### src/rtl/core/temp_fan_autotune_macros.svh
// Assertion helpers for the fan regulation block.
// Each macro expects clk and rst_n in scope.
`ifndef TEMP_FAN_AUTOTUNE_MACROS_SVH
`define TEMP_FAN_AUTOTUNE_MACROS_SVH

// Same-cycle implication, checked outside reset.
`define TFA_ASSERT_NOW(label, ante, cons) \
  label: assert property (@(posedge clk) disable iff (!rst_n) (ante) |-> (cons)) \
    else $error("temp_fan_autotune: same-cycle check failed");

// Next-cycle implication, checked outside reset.
`define TFA_ASSERT_NEXT(label, ante, cons) \
  label: assert property (@(posedge clk) disable iff (!rst_n) (ante) |=> (cons)) \
    else $error("temp_fan_autotune: next-cycle check failed");

`endif

### src/rtl/core/tfa_pkg.sv
`default_nettype none

package tfa_pkg;

  // Configuration register indexes.
  typedef enum logic [2:0] {
    CFG_TARGET_TEMP   = 3'd0,
    CFG_OVERHEAT_TEMP = 3'd1,
    CFG_HYSTERESIS    = 3'd2,
    CFG_FAN_TOP       = 3'd3,
    CFG_FAN_BOTTOM    = 3'd4,
    CFG_PWM_MIN       = 3'd5,
    CFG_PWM_MAX       = 3'd6
  } cfg_idx_t;

  localparam int unsigned CFG_IDX_W  = 3;
  localparam int unsigned CFG_DATA_W = 8;

  // Field widths.
  localparam int unsigned TEMP_W = 9;
  localparam int unsigned PCT_W  = 7;
  localparam int unsigned PWM_W  = 8;

  // Reset values of the configuration registers.
  localparam logic [7:0] RST_TARGET_TEMP   = 8'd80;
  localparam logic [7:0] RST_OVERHEAT_TEMP = 8'd90;
  localparam logic [5:0] RST_HYSTERESIS    = 6'd3;
  localparam logic [6:0] RST_FAN_TOP       = 7'd100;
  localparam logic [6:0] RST_FAN_BOTTOM    = 7'd0;
  localparam logic [7:0] RST_PWM_MIN       = 8'd0;
  localparam logic [7:0] RST_PWM_MAX       = 8'd255;

  // Fan percent limits and regulation steps.
  localparam logic [6:0] PCT_FULL   = 7'd100;
  localparam logic [3:0] STEP_LARGE = 4'd10;
  localparam logic [3:0] STEP_SMALL = 4'd5;

  // Divide by 5: multiply by 205 and drop 10 bits, exact for values up to 511.
  localparam logic [7:0] RECIP5       = 8'd205;
  localparam int unsigned RECIP5_SHIFT = 10;

  // Divide by 100: multiply by 5243 and drop 19 bits, exact below 2**15.
  localparam logic [12:0] RECIP100       = 13'd5243;
  localparam int unsigned RECIP100_SHIFT  = 19;
  // Rounding term 50 already scaled by the reciprocal.
  localparam logic [27:0] PWM_ROUND_SCALED = 28'd262150;

endpackage

`default_nettype wire

### src/rtl/core/tfa_in_if.sv
`default_nettype none

interface tfa_in_if
  import tfa_pkg::*;
();
  logic                     valid;
  logic                     ready;
  logic signed [TEMP_W-1:0] temperature;

  modport source (output valid, output temperature, input ready);
  modport sink   (input valid, input temperature, output ready);
endinterface

`default_nettype wire

### src/rtl/core/tfa_out_if.sv
`default_nettype none

interface tfa_out_if
  import tfa_pkg::*;
();
  logic             valid;
  logic             ready;
  logic [PCT_W-1:0] fan_percent;
  logic [PWM_W-1:0] pwm_code;
  logic             fan_changed;
  logic             fan_in_window;
  logic             fan_optimal;
  logic             overheat;

  modport source (output valid, output fan_percent, output pwm_code, output fan_changed,
                  output fan_in_window, output fan_optimal, output overheat, input ready);
  modport sink   (input valid, input fan_percent, input pwm_code, input fan_changed,
                  input fan_in_window, input fan_optimal, input overheat, output ready);
endinterface

`default_nettype wire

### src/rtl/core/temp_fan_autotune.sv
// Channel   Dir  Beat contents
// in_ch     in   temperature (9-bit signed degrees)
// out_ch    out  fan_percent, pwm_code, fan_changed, fan_in_window, fan_optimal, overheat
// cfg_*     in   write enable, register index, 8-bit write data
//
// One beat in gives one beat out, through the sample register and the result register.
// A new sample can be taken every cycle while the result is not stalled; the fan
// percent feedback closes between the sample register and the result register.
// Synchronous active-low reset restores the register defaults, fan at 0 percent
// and previous temperature at 0 degrees.
// A stalled result holds in the result register; the sample register keeps
// accepting until it too is full.
`default_nettype none
`include "temp_fan_autotune_macros.svh"

module temp_fan_autotune
  import tfa_pkg::*;
(
  input  wire logic                  clk,
  input  wire logic                  rst_n,
  tfa_in_if.sink                     in_ch,
  tfa_out_if.source                  out_ch,
  input  wire logic                  cfg_we,
  input  wire logic [CFG_IDX_W-1:0]  cfg_addr,
  input  wire logic [CFG_DATA_W-1:0] cfg_wdata
);

  // Configuration registers.
  logic [7:0] tgt_r, ovh_r, pmin_r, pmax_r;
  logic [5:0] hys_r;
  logic [6:0] top_r, bot_r;
  logic [20:0] range_k_r;

  // Sample stage.
  logic                     in_v_r;
  logic signed [TEMP_W-1:0] in_temp_r, in_last_r, last_temp_r;
  logic signed [TEMP_W:0]   in_tdiff_r;
  logic signed [7:0]        in_q5_r;

  // Regulation state and result stage.
  logic [PCT_W-1:0] fan_r;
  logic             out_v_r;
  logic [PCT_W-1:0] out_pct_r;
  logic [PWM_W-1:0] out_pwm_r;
  logic             out_chg_r, out_win_r, out_opt_r, out_hot_r;

  logic accept, adv;

  // Handshake: the result register frees the sample register when it moves.
  assign adv         = in_v_r && (!out_v_r || out_ch.ready);
  assign in_ch.ready = !in_v_r || adv;
  assign accept      = in_ch.valid && in_ch.ready;

  // Configuration writes; unknown indexes are dropped.
  always_ff @(posedge clk) begin
    if (!rst_n) begin
      tgt_r  <= RST_TARGET_TEMP;
      ovh_r  <= RST_OVERHEAT_TEMP;
      hys_r  <= RST_HYSTERESIS;
      top_r  <= RST_FAN_TOP;
      bot_r  <= RST_FAN_BOTTOM;
      pmin_r <= RST_PWM_MIN;
      pmax_r <= RST_PWM_MAX;
    end else if (cfg_we) begin
      case (cfg_idx_t'(cfg_addr))
        CFG_TARGET_TEMP:   tgt_r  <= cfg_wdata;
        CFG_OVERHEAT_TEMP: ovh_r  <= cfg_wdata;
        CFG_HYSTERESIS:    hys_r  <= cfg_wdata[5:0];
        CFG_FAN_TOP:       top_r  <= cfg_wdata[6:0];
        CFG_FAN_BOTTOM:    bot_r  <= cfg_wdata[6:0];
        CFG_PWM_MIN:       pmin_r <= cfg_wdata;
        CFG_PWM_MAX:       pmax_r <= cfg_wdata;
        default: begin
        end
      endcase
    end
  end

  // PWM span premultiplied by the 1/100 reciprocal; reversed bounds give zero span.
  logic [7:0]  range_c;
  logic [20:0] range_k_nxt;
  always_comb begin
    range_c     = (pmax_r >= pmin_r) ? (pmax_r - pmin_r) : 8'd0;
    range_k_nxt = 21'(range_c * RECIP100);
  end

  always_ff @(posedge clk) begin
    if (!rst_n) begin
      range_k_r <= 21'(RST_PWM_MAX * RECIP100);
    end else begin
      range_k_r <= range_k_nxt;
    end
  end

  // Temperature swing and its truncated fifth, taken when the sample arrives.
  logic signed [TEMP_W:0] tdiff_c;
  logic [TEMP_W:0]        tdiff_abs_c;
  logic [16:0]            q5_prod_c;
  logic [6:0]             q5_mag_c;
  logic signed [7:0]      q5_c;
  always_comb begin
    tdiff_c     = {in_ch.temperature[TEMP_W-1], in_ch.temperature}
                - {last_temp_r[TEMP_W-1], last_temp_r};
    tdiff_abs_c = tdiff_c[TEMP_W] ? (~tdiff_c + 1'b1) : tdiff_c;
    q5_prod_c   = tdiff_abs_c[TEMP_W-1:0] * RECIP5;
    q5_mag_c    = q5_prod_c[RECIP5_SHIFT +: 7];
    q5_c        = tdiff_c[TEMP_W] ? -$signed({1'b0, q5_mag_c}) : $signed({1'b0, q5_mag_c});
  end

  // Sample register; the previous temperature follows accepted samples.
  always_ff @(posedge clk) begin
    if (!rst_n) begin
      in_v_r      <= 1'b0;
      last_temp_r <= '0;
    end else begin
      if (accept) begin
        in_v_r      <= 1'b1;
        last_temp_r <= in_ch.temperature;
      end else if (adv) begin
        in_v_r <= 1'b0;
      end
    end
  end

  always_ff @(posedge clk) begin
    if (accept) begin
      in_temp_r  <= in_ch.temperature;
      in_last_r  <= last_temp_r;
      in_tdiff_r <= tdiff_c;
      in_q5_r    <= q5_c;
    end
  end

  // Regulation rules, tried in order, on 12-bit signed values.
  logic signed [11:0] t_s, l_s, d_s, q_s, old_s, tgt_s, hys_s, top_s, bot_s, ovh_s;
  logic signed [11:0] np_raw, np_top;
  logic [PCT_W-1:0]   np_c;
  logic               hot_c, win_c, chg_c, opt_c;
  always_comb begin
    t_s   = {{(12-TEMP_W){in_temp_r[TEMP_W-1]}}, in_temp_r};
    l_s   = {{(12-TEMP_W){in_last_r[TEMP_W-1]}}, in_last_r};
    d_s   = {{(11-TEMP_W){in_tdiff_r[TEMP_W]}}, in_tdiff_r};
    q_s   = {{4{in_q5_r[7]}}, in_q5_r};
    old_s = {5'd0, fan_r};
    tgt_s = {4'd0, tgt_r};
    hys_s = {6'd0, hys_r};
    top_s = {5'd0, top_r};
    bot_s = {5'd0, bot_r};
    ovh_s = {4'd0, ovh_r};
    hot_c  = 1'b0;
    np_raw = old_s;
    np_top = (t_s > tgt_s + hys_s) ? old_s + 12'sd10 : old_s + 12'sd5;

    if (t_s > ovh_s && fan_r < PCT_FULL) begin
      // Overheat forces full speed.
      np_raw = {5'd0, PCT_FULL};
      hot_c  = 1'b1;
    end else if (t_s > tgt_s && old_s < top_s && !d_s[11]) begin
      // Above target and not cooling: step up, capped at the top limit.
      np_raw = (np_top > top_s) ? top_s : np_top;
    end else if (old_s > bot_s && t_s < tgt_s - hys_s) begin
      // Well below target: back off, or follow a large rise.
      if (d_s <= 12'sd0) begin
        np_raw = old_s - 12'sd1 + q_s;
      end else if (d_s >= 12'sd5) begin
        np_raw = old_s + q_s;
      end
    end else begin
      // All other cases, such as inside the band: track the drift degree for degree.
      if (old_s > bot_s && d_s < 12'sd0 && l_s < tgt_s) begin
        np_raw = old_s + d_s;
      end else if (old_s < top_s && d_s > 12'sd0 && t_s > tgt_s - hys_s) begin
        np_raw = old_s + d_s;
      end
    end

    // Clamp to 0..100.
    if (np_raw > 12'sd100) begin
      np_c = PCT_FULL;
    end else if (np_raw < 12'sd0) begin
      np_c = '0;
    end else begin
      np_c = np_raw[PCT_W-1:0];
    end

    win_c = np_c <= top_r;
    chg_c = np_c != fan_r;
    opt_c = !chg_c || (np_c < fan_r && win_c);
  end

  // PWM code: floor((p*span + 50) / 100) + pwm_min.
  logic [27:0] pwm_prod_c;
  logic [PWM_W-1:0] pwm_c;
  always_comb begin
    pwm_prod_c = 28'(np_c * range_k_r) + PWM_ROUND_SCALED;
    pwm_c      = PWM_W'(pwm_prod_c[RECIP100_SHIFT +: PWM_W] + pmin_r);
  end

  // Fan state and result valid.
  always_ff @(posedge clk) begin
    if (!rst_n) begin
      fan_r   <= '0;
      out_v_r <= 1'b0;
    end else begin
      if (adv) begin
        fan_r   <= np_c;
        out_v_r <= 1'b1;
      end else if (out_ch.ready) begin
        out_v_r <= 1'b0;
      end
    end
  end

  always_ff @(posedge clk) begin
    if (adv) begin
      out_pct_r <= np_c;
      out_pwm_r <= pwm_c;
      out_chg_r <= chg_c;
      out_win_r <= win_c;
      out_opt_r <= opt_c;
      out_hot_r <= hot_c;
    end
  end

  assign out_ch.valid         = out_v_r;
  assign out_ch.fan_percent   = out_pct_r;
  assign out_ch.pwm_code      = out_pwm_r;
  assign out_ch.fan_changed   = out_chg_r;
  assign out_ch.fan_in_window = out_win_r;
  assign out_ch.fan_optimal   = out_opt_r;
  assign out_ch.overheat      = out_hot_r;

  // Fan state never leaves the 0..100 range.
  `TFA_ASSERT_NOW(a_fan_range, 1'b1, fan_r <= PCT_FULL)
  // A shown result always matches the fan state it produced.
  `TFA_ASSERT_NOW(a_state_match, out_v_r, fan_r == out_pct_r)
  // An overheat result always drives the fan to full.
  `TFA_ASSERT_NOW(a_hot_full, out_v_r && out_hot_r, out_pct_r == PCT_FULL)
  // A sample that moves on is shown in the next cycle.
  `TFA_ASSERT_NEXT(a_adv_shows, adv, out_v_r)

endmodule

`default_nettype wire
### src/flat_wrapper.sv
// flat-port wrapper written by rule: the top's interface ports become plain ports
module temp_fan_autotune_flat import tfa_pkg::*;
  (clk, rst_n, cfg_we, cfg_addr, cfg_wdata, in_ch_valid, in_ch_temperature, in_ch_ready, out_ch_valid, out_ch_fan_percent, out_ch_pwm_code, out_ch_fan_changed, out_ch_fan_in_window, out_ch_fan_optimal, out_ch_overheat, out_ch_ready);
  tfa_in_if in_ch_i ();
  tfa_out_if out_ch_i ();
  input  wire logic clk;
  input  wire logic rst_n;
  input  wire logic cfg_we;
  input  wire logic [CFG_IDX_W-1:0] cfg_addr;
  input  wire logic [CFG_DATA_W-1:0] cfg_wdata;
  input wire logic [$bits(in_ch_i.valid)-1:0] in_ch_valid;
  input wire logic [$bits(in_ch_i.temperature)-1:0] in_ch_temperature;
  output wire logic [$bits(in_ch_i.ready)-1:0] in_ch_ready;
  output wire logic [$bits(out_ch_i.valid)-1:0] out_ch_valid;
  output wire logic [$bits(out_ch_i.fan_percent)-1:0] out_ch_fan_percent;
  output wire logic [$bits(out_ch_i.pwm_code)-1:0] out_ch_pwm_code;
  output wire logic [$bits(out_ch_i.fan_changed)-1:0] out_ch_fan_changed;
  output wire logic [$bits(out_ch_i.fan_in_window)-1:0] out_ch_fan_in_window;
  output wire logic [$bits(out_ch_i.fan_optimal)-1:0] out_ch_fan_optimal;
  output wire logic [$bits(out_ch_i.overheat)-1:0] out_ch_overheat;
  input wire logic [$bits(out_ch_i.ready)-1:0] out_ch_ready;
  assign in_ch_i.valid = in_ch_valid;
  assign in_ch_i.temperature = in_ch_temperature;
  assign in_ch_ready = in_ch_i.ready;
  assign out_ch_valid = out_ch_i.valid;
  assign out_ch_fan_percent = out_ch_i.fan_percent;
  assign out_ch_pwm_code = out_ch_i.pwm_code;
  assign out_ch_fan_changed = out_ch_i.fan_changed;
  assign out_ch_fan_in_window = out_ch_i.fan_in_window;
  assign out_ch_fan_optimal = out_ch_i.fan_optimal;
  assign out_ch_overheat = out_ch_i.overheat;
  assign out_ch_i.ready = out_ch_ready;
  temp_fan_autotune u_core (.clk(clk), .rst_n(rst_n), .in_ch(in_ch_i), .out_ch(out_ch_i), .cfg_we(cfg_we), .cfg_addr(cfg_addr), .cfg_wdata(cfg_wdata));
endmodule
### config.mk
export PLATFORM = sky130hd
export DESIGN_NAME = temp_fan_autotune_flat
export DESIGN_NICKNAME = d
export VERILOG_FILES = /design/src/rtl/core/tfa_pkg.sv /design/src/rtl/core/tfa_in_if.sv /design/src/rtl/core/tfa_out_if.sv /design/src/rtl/core/temp_fan_autotune.sv /design/src/flat_wrapper.sv
export VERILOG_INCLUDE_DIRS = /design/src /design/src/rtl/core
export SDC_FILE = /design/constraint.sdc
export NUM_CORES = 1
export LEC_CHECK = 0
export BUFFER_PORTS_ARGS = -buffer_cell sky130_fd_sc_hd__buf_2
export CORE_UTILIZATION = 50
export DETAILED_ROUTE_END_ITERATION = 8
export GPL_TIMING_DRIVEN = 0
export PLACE_DENSITY = 0.66
export RECOVER_POWER = 50
export REMOVE_ABC_BUFFERS = 1
export SYNTH_ARGS = -nofsm -noshare
export SYNTH_HDL_FRONTEND = slang
export SYNTH_SLANG_ARGS = --single-unit
### constraint.sdc
create_clock -name clk -period 19.1 [get_ports clk]
set_clock_uncertainty 0.1 [all_clocks]
set_input_delay 2.865 -clock clk [delete_from_list [all_inputs] [get_ports clk]]
set_output_delay 2.865 -clock clk [all_outputs]
set_load 0.05 [all_outputs]
==> impl_metrics.ini <==
[synthesis]
synthAdderAreaFrac_pct = 36.6
synth.distinct_cells = 87
synthFlopType = sky130_fd_sc_hd__dfxtp_1
total_of_warnings_raised_by_yosys = 0
synth-seq-area-share_pct = 19.4
compound_cell_area_share_of_the_yosys_netlist_pct = 14.8
simple_gate_portion_of_the_synthesized_area_pct = 15.1
synth_area_in_xor_xnor_pct = 4.78
synthCells = 1991
main_combinational_cell_family_by_area_after_synthesis = adder cells
post_synth_mux_area_share_pct = 1.43
synth_enable_flop_cells = 55
async_flop_share_pct = 0
synth.cell_area_sq_um = 17900
postSynthAreaPerCell_sq_um = 8.98
postSynthRegisterBits = 146

[status]
failed_checks = capacitance limit, slew limit
outcome = finished, violations left

[setup_path]
regToRegEndpoint = u_core.out_ch.pwm_code[7]$_DFFE_PP_
worstPathBufferInverterCount = 5
timing.critical_path.slowest_stage_cell = sky130_fd_sc_hd__a211oi_4
worst-r2r-setup-slack_ps = 5630
worstPathMaxFanout = 12
timing.critical_path.arrival_ps = 13560
worst-endpoint-required_ps = 19190
crit_type = reg -> reg
reg2reg_depth = 54
crit_path_end_kind = flop
rr_startpoint = u_core.hys_r[1]$_SDFFE_PN1P_
cp_top_family = compound AO/OA/AOI/OAI gates
worst_setup_path_start_kind = flop
cpPeakStageDelay_ps = 700
timing.critical_path.mode_cell = sky130_fd_sc_hd__a21oi_1

[placement]
placedCellCount = 2448
dp_worst_setup_slack_ps = 5680
port_buffers = 45
final_hpwl_dp_um = 33100
gpl.final_weighted_congestion = 0.882

[routing]
drc = 0
routed_wire_length_per_instance_um = 16.8
detail_route.iter0.violations = 880
antenna_violating_nets_post_route = 0
drtPass1Iterations = 7
vias = 13900
viasPerCell = 5.59
route.final.wire_length_um = 41600

[timing]
fmaxAchievable_mhz = 74.2
finalWorstPathRequiredPeriod_ps = 13470
report.final.hold_viol_count = 0
setup-violations-final = 0
timing.slew.headroom_pct = -30.4
slew_viol_final = 124
worst_pin_slew_ps = 1950
final_critical_path_setup_slack_ps = 5630
grt_setup_unrepaired = no
tns_ps = 0
timing.final.crit_share_pct = 70.5

[global_routing]
first_global_vias = 14100
gr-total-overflow = 0
grt_start_max_net_pins = 54
grt_first_pass_wirelength_um = 70300
grt_antenna_before_repair = 0
global_route.usage.total_pct = 24.2

[floorplan]
die_width_um = 191
design.portCount = 46
floorplan.die_area_sq_um = 36500
initial_utilization_pct = 51.3
core_area_sq_um = 34900
chipHeight_um = 191
floorplan.rows = 68

[hold_path]
hold_class = reg -> reg
hold_path_end = u_core.in_last_r[3]$_DFFE_PP_
holdPathStages = 0
hold_start = u_core.last_temp_r[3]$_SDFFE_PN0P_

[cells_and_area]
area_growth_pct = 6.68
drive_above_1_share_pct = 4.54
antenna_cells = 0
fillerInstances = 3220
layout_commonest_cell = sky130_fd_sc_hd__inv_1
filler_free_cell_count_of_the_finished_design = 2480
design.final.nets = 2476
layout.cells.most_common_list = sky130_fd_sc_hd__inv_1 (307), sky130_fd_sc_hd__ha_1 (299), sky130_fd_sc_hd__nand2_1 (175), sky130_fd_sc_hd__fa_1 (140), sky130_fd_sc_hd__nor2_1 (104)

[clock_tree]
clock_tree.htree_level_count = 4
clk_pin_slew_ps = 70
cts_resized = 0
cts_setup_buffers = 0
cts_hold_buf = 0
clock_sinks = 146
insertion_delay_ps = 450
clockBufferDepth = 2
cts_tree = yes
root_buffer = sky130_fd_sc_hd__clkbuf_16
cts_inserted_buffers = 17

[run]
max-cap-violations = 3
## metal layers
metal / share of wire [%] / GRT usage [%] / up-vias
li1: - / - / 6815
met1: 47 / 32.7 / 6615
met2: 46 / 40.2 / 355
met3: 4.9 / 3.47 / 72
met4: 2.1 / 6.96 / 0
met5: 0 / 0 / -
## stage by stage
stage / hold slack [ps] / area (sq um) / util, %
3_5_place_dp: 313 / 18500 / 53.2
4_1_cts: 329 / 19100 / 54.8
6_report: 329 / 19100 / 54.7
3_3_place_gp: 311 / 18400 / 52.9
5_1_grt: 338 / 19100 / 54.7
2_1_floorplan: 308 / 17600 / -
## cells by family (layout without fill, tap and decap cells)
| group | after synthesis | count (layout) |
|---|---|---|
| muxes | 25 | 25 |
| buffers and inverters | 358 | 392 |
| and+or+nand+nor | 549 | 549 |
| adders and majority gates | 439 | 439 |
| AOI/OAI and AO/OA | 378 | 378 |
| xor gates and xnor gates | 96 | 96 |
| DFF | 146 | 146 |
## synthesized netlist by cell type (19+ instances only)
| library cell | instances | area (sq um) |
|---|---|---|
| sky130_fd_sc_hd__o211ai_1 | 24 | 180 |
| sky130_fd_sc_hd__edfxtp_1 | 55 | 1650 |
| sky130_fd_sc_hd__nor2b_1 | 21 | 131 |
| sky130_fd_sc_hd__nand3_1 | 45 | 225 |
| sky130_fd_sc_hd__xor2_1 | 26 | 228 |
| sky130_fd_sc_hd__nor3_1 | 25 | 125 |
| sky130_fd_sc_hd__nand2_1 | 175 | 657 |
| sky130_fd_sc_hd__and2_1 | 91 | 569 |
| sky130_fd_sc_hd__dfxtp_1 | 91 | 1820 |
| sky130_fd_sc_hd__a21oi_1 | 102 | 510 |
| sky130_fd_sc_hd__mux2i_1 | 20 | 200 |
| sky130_fd_sc_hd__a21o_1 | 34 | 255 |
| sky130_fd_sc_hd__ha_1 | 299 | 3740 |
| sky130_fd_sc_hd__o21a_1 | 19 | 143 |
| sky130_fd_sc_hd__clkbuf_1 | 32 | 120 |
| sky130_fd_sc_hd__inv_1 | 307 | 1150 |
| sky130_fd_sc_hd__fa_1 | 140 | 2800 |
| sky130_fd_sc_hd__nor2_1 | 104 | 390 |
| sky130_fd_sc_hd__xnor2_1 | 69 | 604 |
| sky130_fd_sc_hd__o21ai_0 | 54 | 270 |
## layout make-up
cell class              count  area, sq um  area share [%]
flip-flops and latches    146         3470            18.2
clock buffers              19          453            2.37
multi-input cells        1487        13000            68.3
well taps                 455          569            2.98
inverters                 310         1160            6.11
clock inverters            13          136           0.715
repair buffers             50          251            1.32
## how the worst max path moves through the flow
| stage | from | cells past startpoint | slack [ps] | endpoint |
|---|---|---|---|---|
| detailed placement | u_core.hys_r[1]$_SDFFE_PN1P_ | 54 | 5680 | u_core.out_ch.pwm_code[7]$_DFFE_PP_ |
| finish | u_core.hys_r[1]$_SDFFE_PN1P_ | 54 | 5630 | u_core.out_ch.pwm_code[7]$_DFFE_PP_ |
| global route | u_core.hys_r[1]$_SDFFE_PN1P_ | 54 | 4590 | u_core.out_ch.pwm_code[7]$_DFFE_PP_ |
| CTS | u_core.hys_r[1]$_SDFFE_PN1P_ | 54 | 5630 | u_core.out_ch.pwm_code[7]$_DFFE_PP_ |
| floorplan | u_core.hys_r[1]$_SDFFE_PN1P_ | 54 | 7590 | u_core.out_ch.pwm_code[7]$_DFFE_PP_ |
| global placement | u_core.hys_r[1]$_SDFFE_PN1P_ | 54 | 4960 | u_core.out_ch.pwm_code[7]$_DFFE_PP_ |
## flip-flops by register name, indices dropped and copies added, names as in the netlist, 8 cells and up
register	flops
u_core.range_k_r	21
u_core.in_last_r	9
u_core.last_temp_r	9
u_core.in_q5_r	8
u_core.out_ch.pwm_code	8
u_core.in_temp_r	9
u_core.in_tdiff_r	10
u_core.ovh_r	8
u_core.pmin_r	8
u_core.tgt_r	8
u_core.pmax_r	8
Power is not shown: default switching activity piles up to over one toggle a cycle in this logic, so the estimate is an artifact.
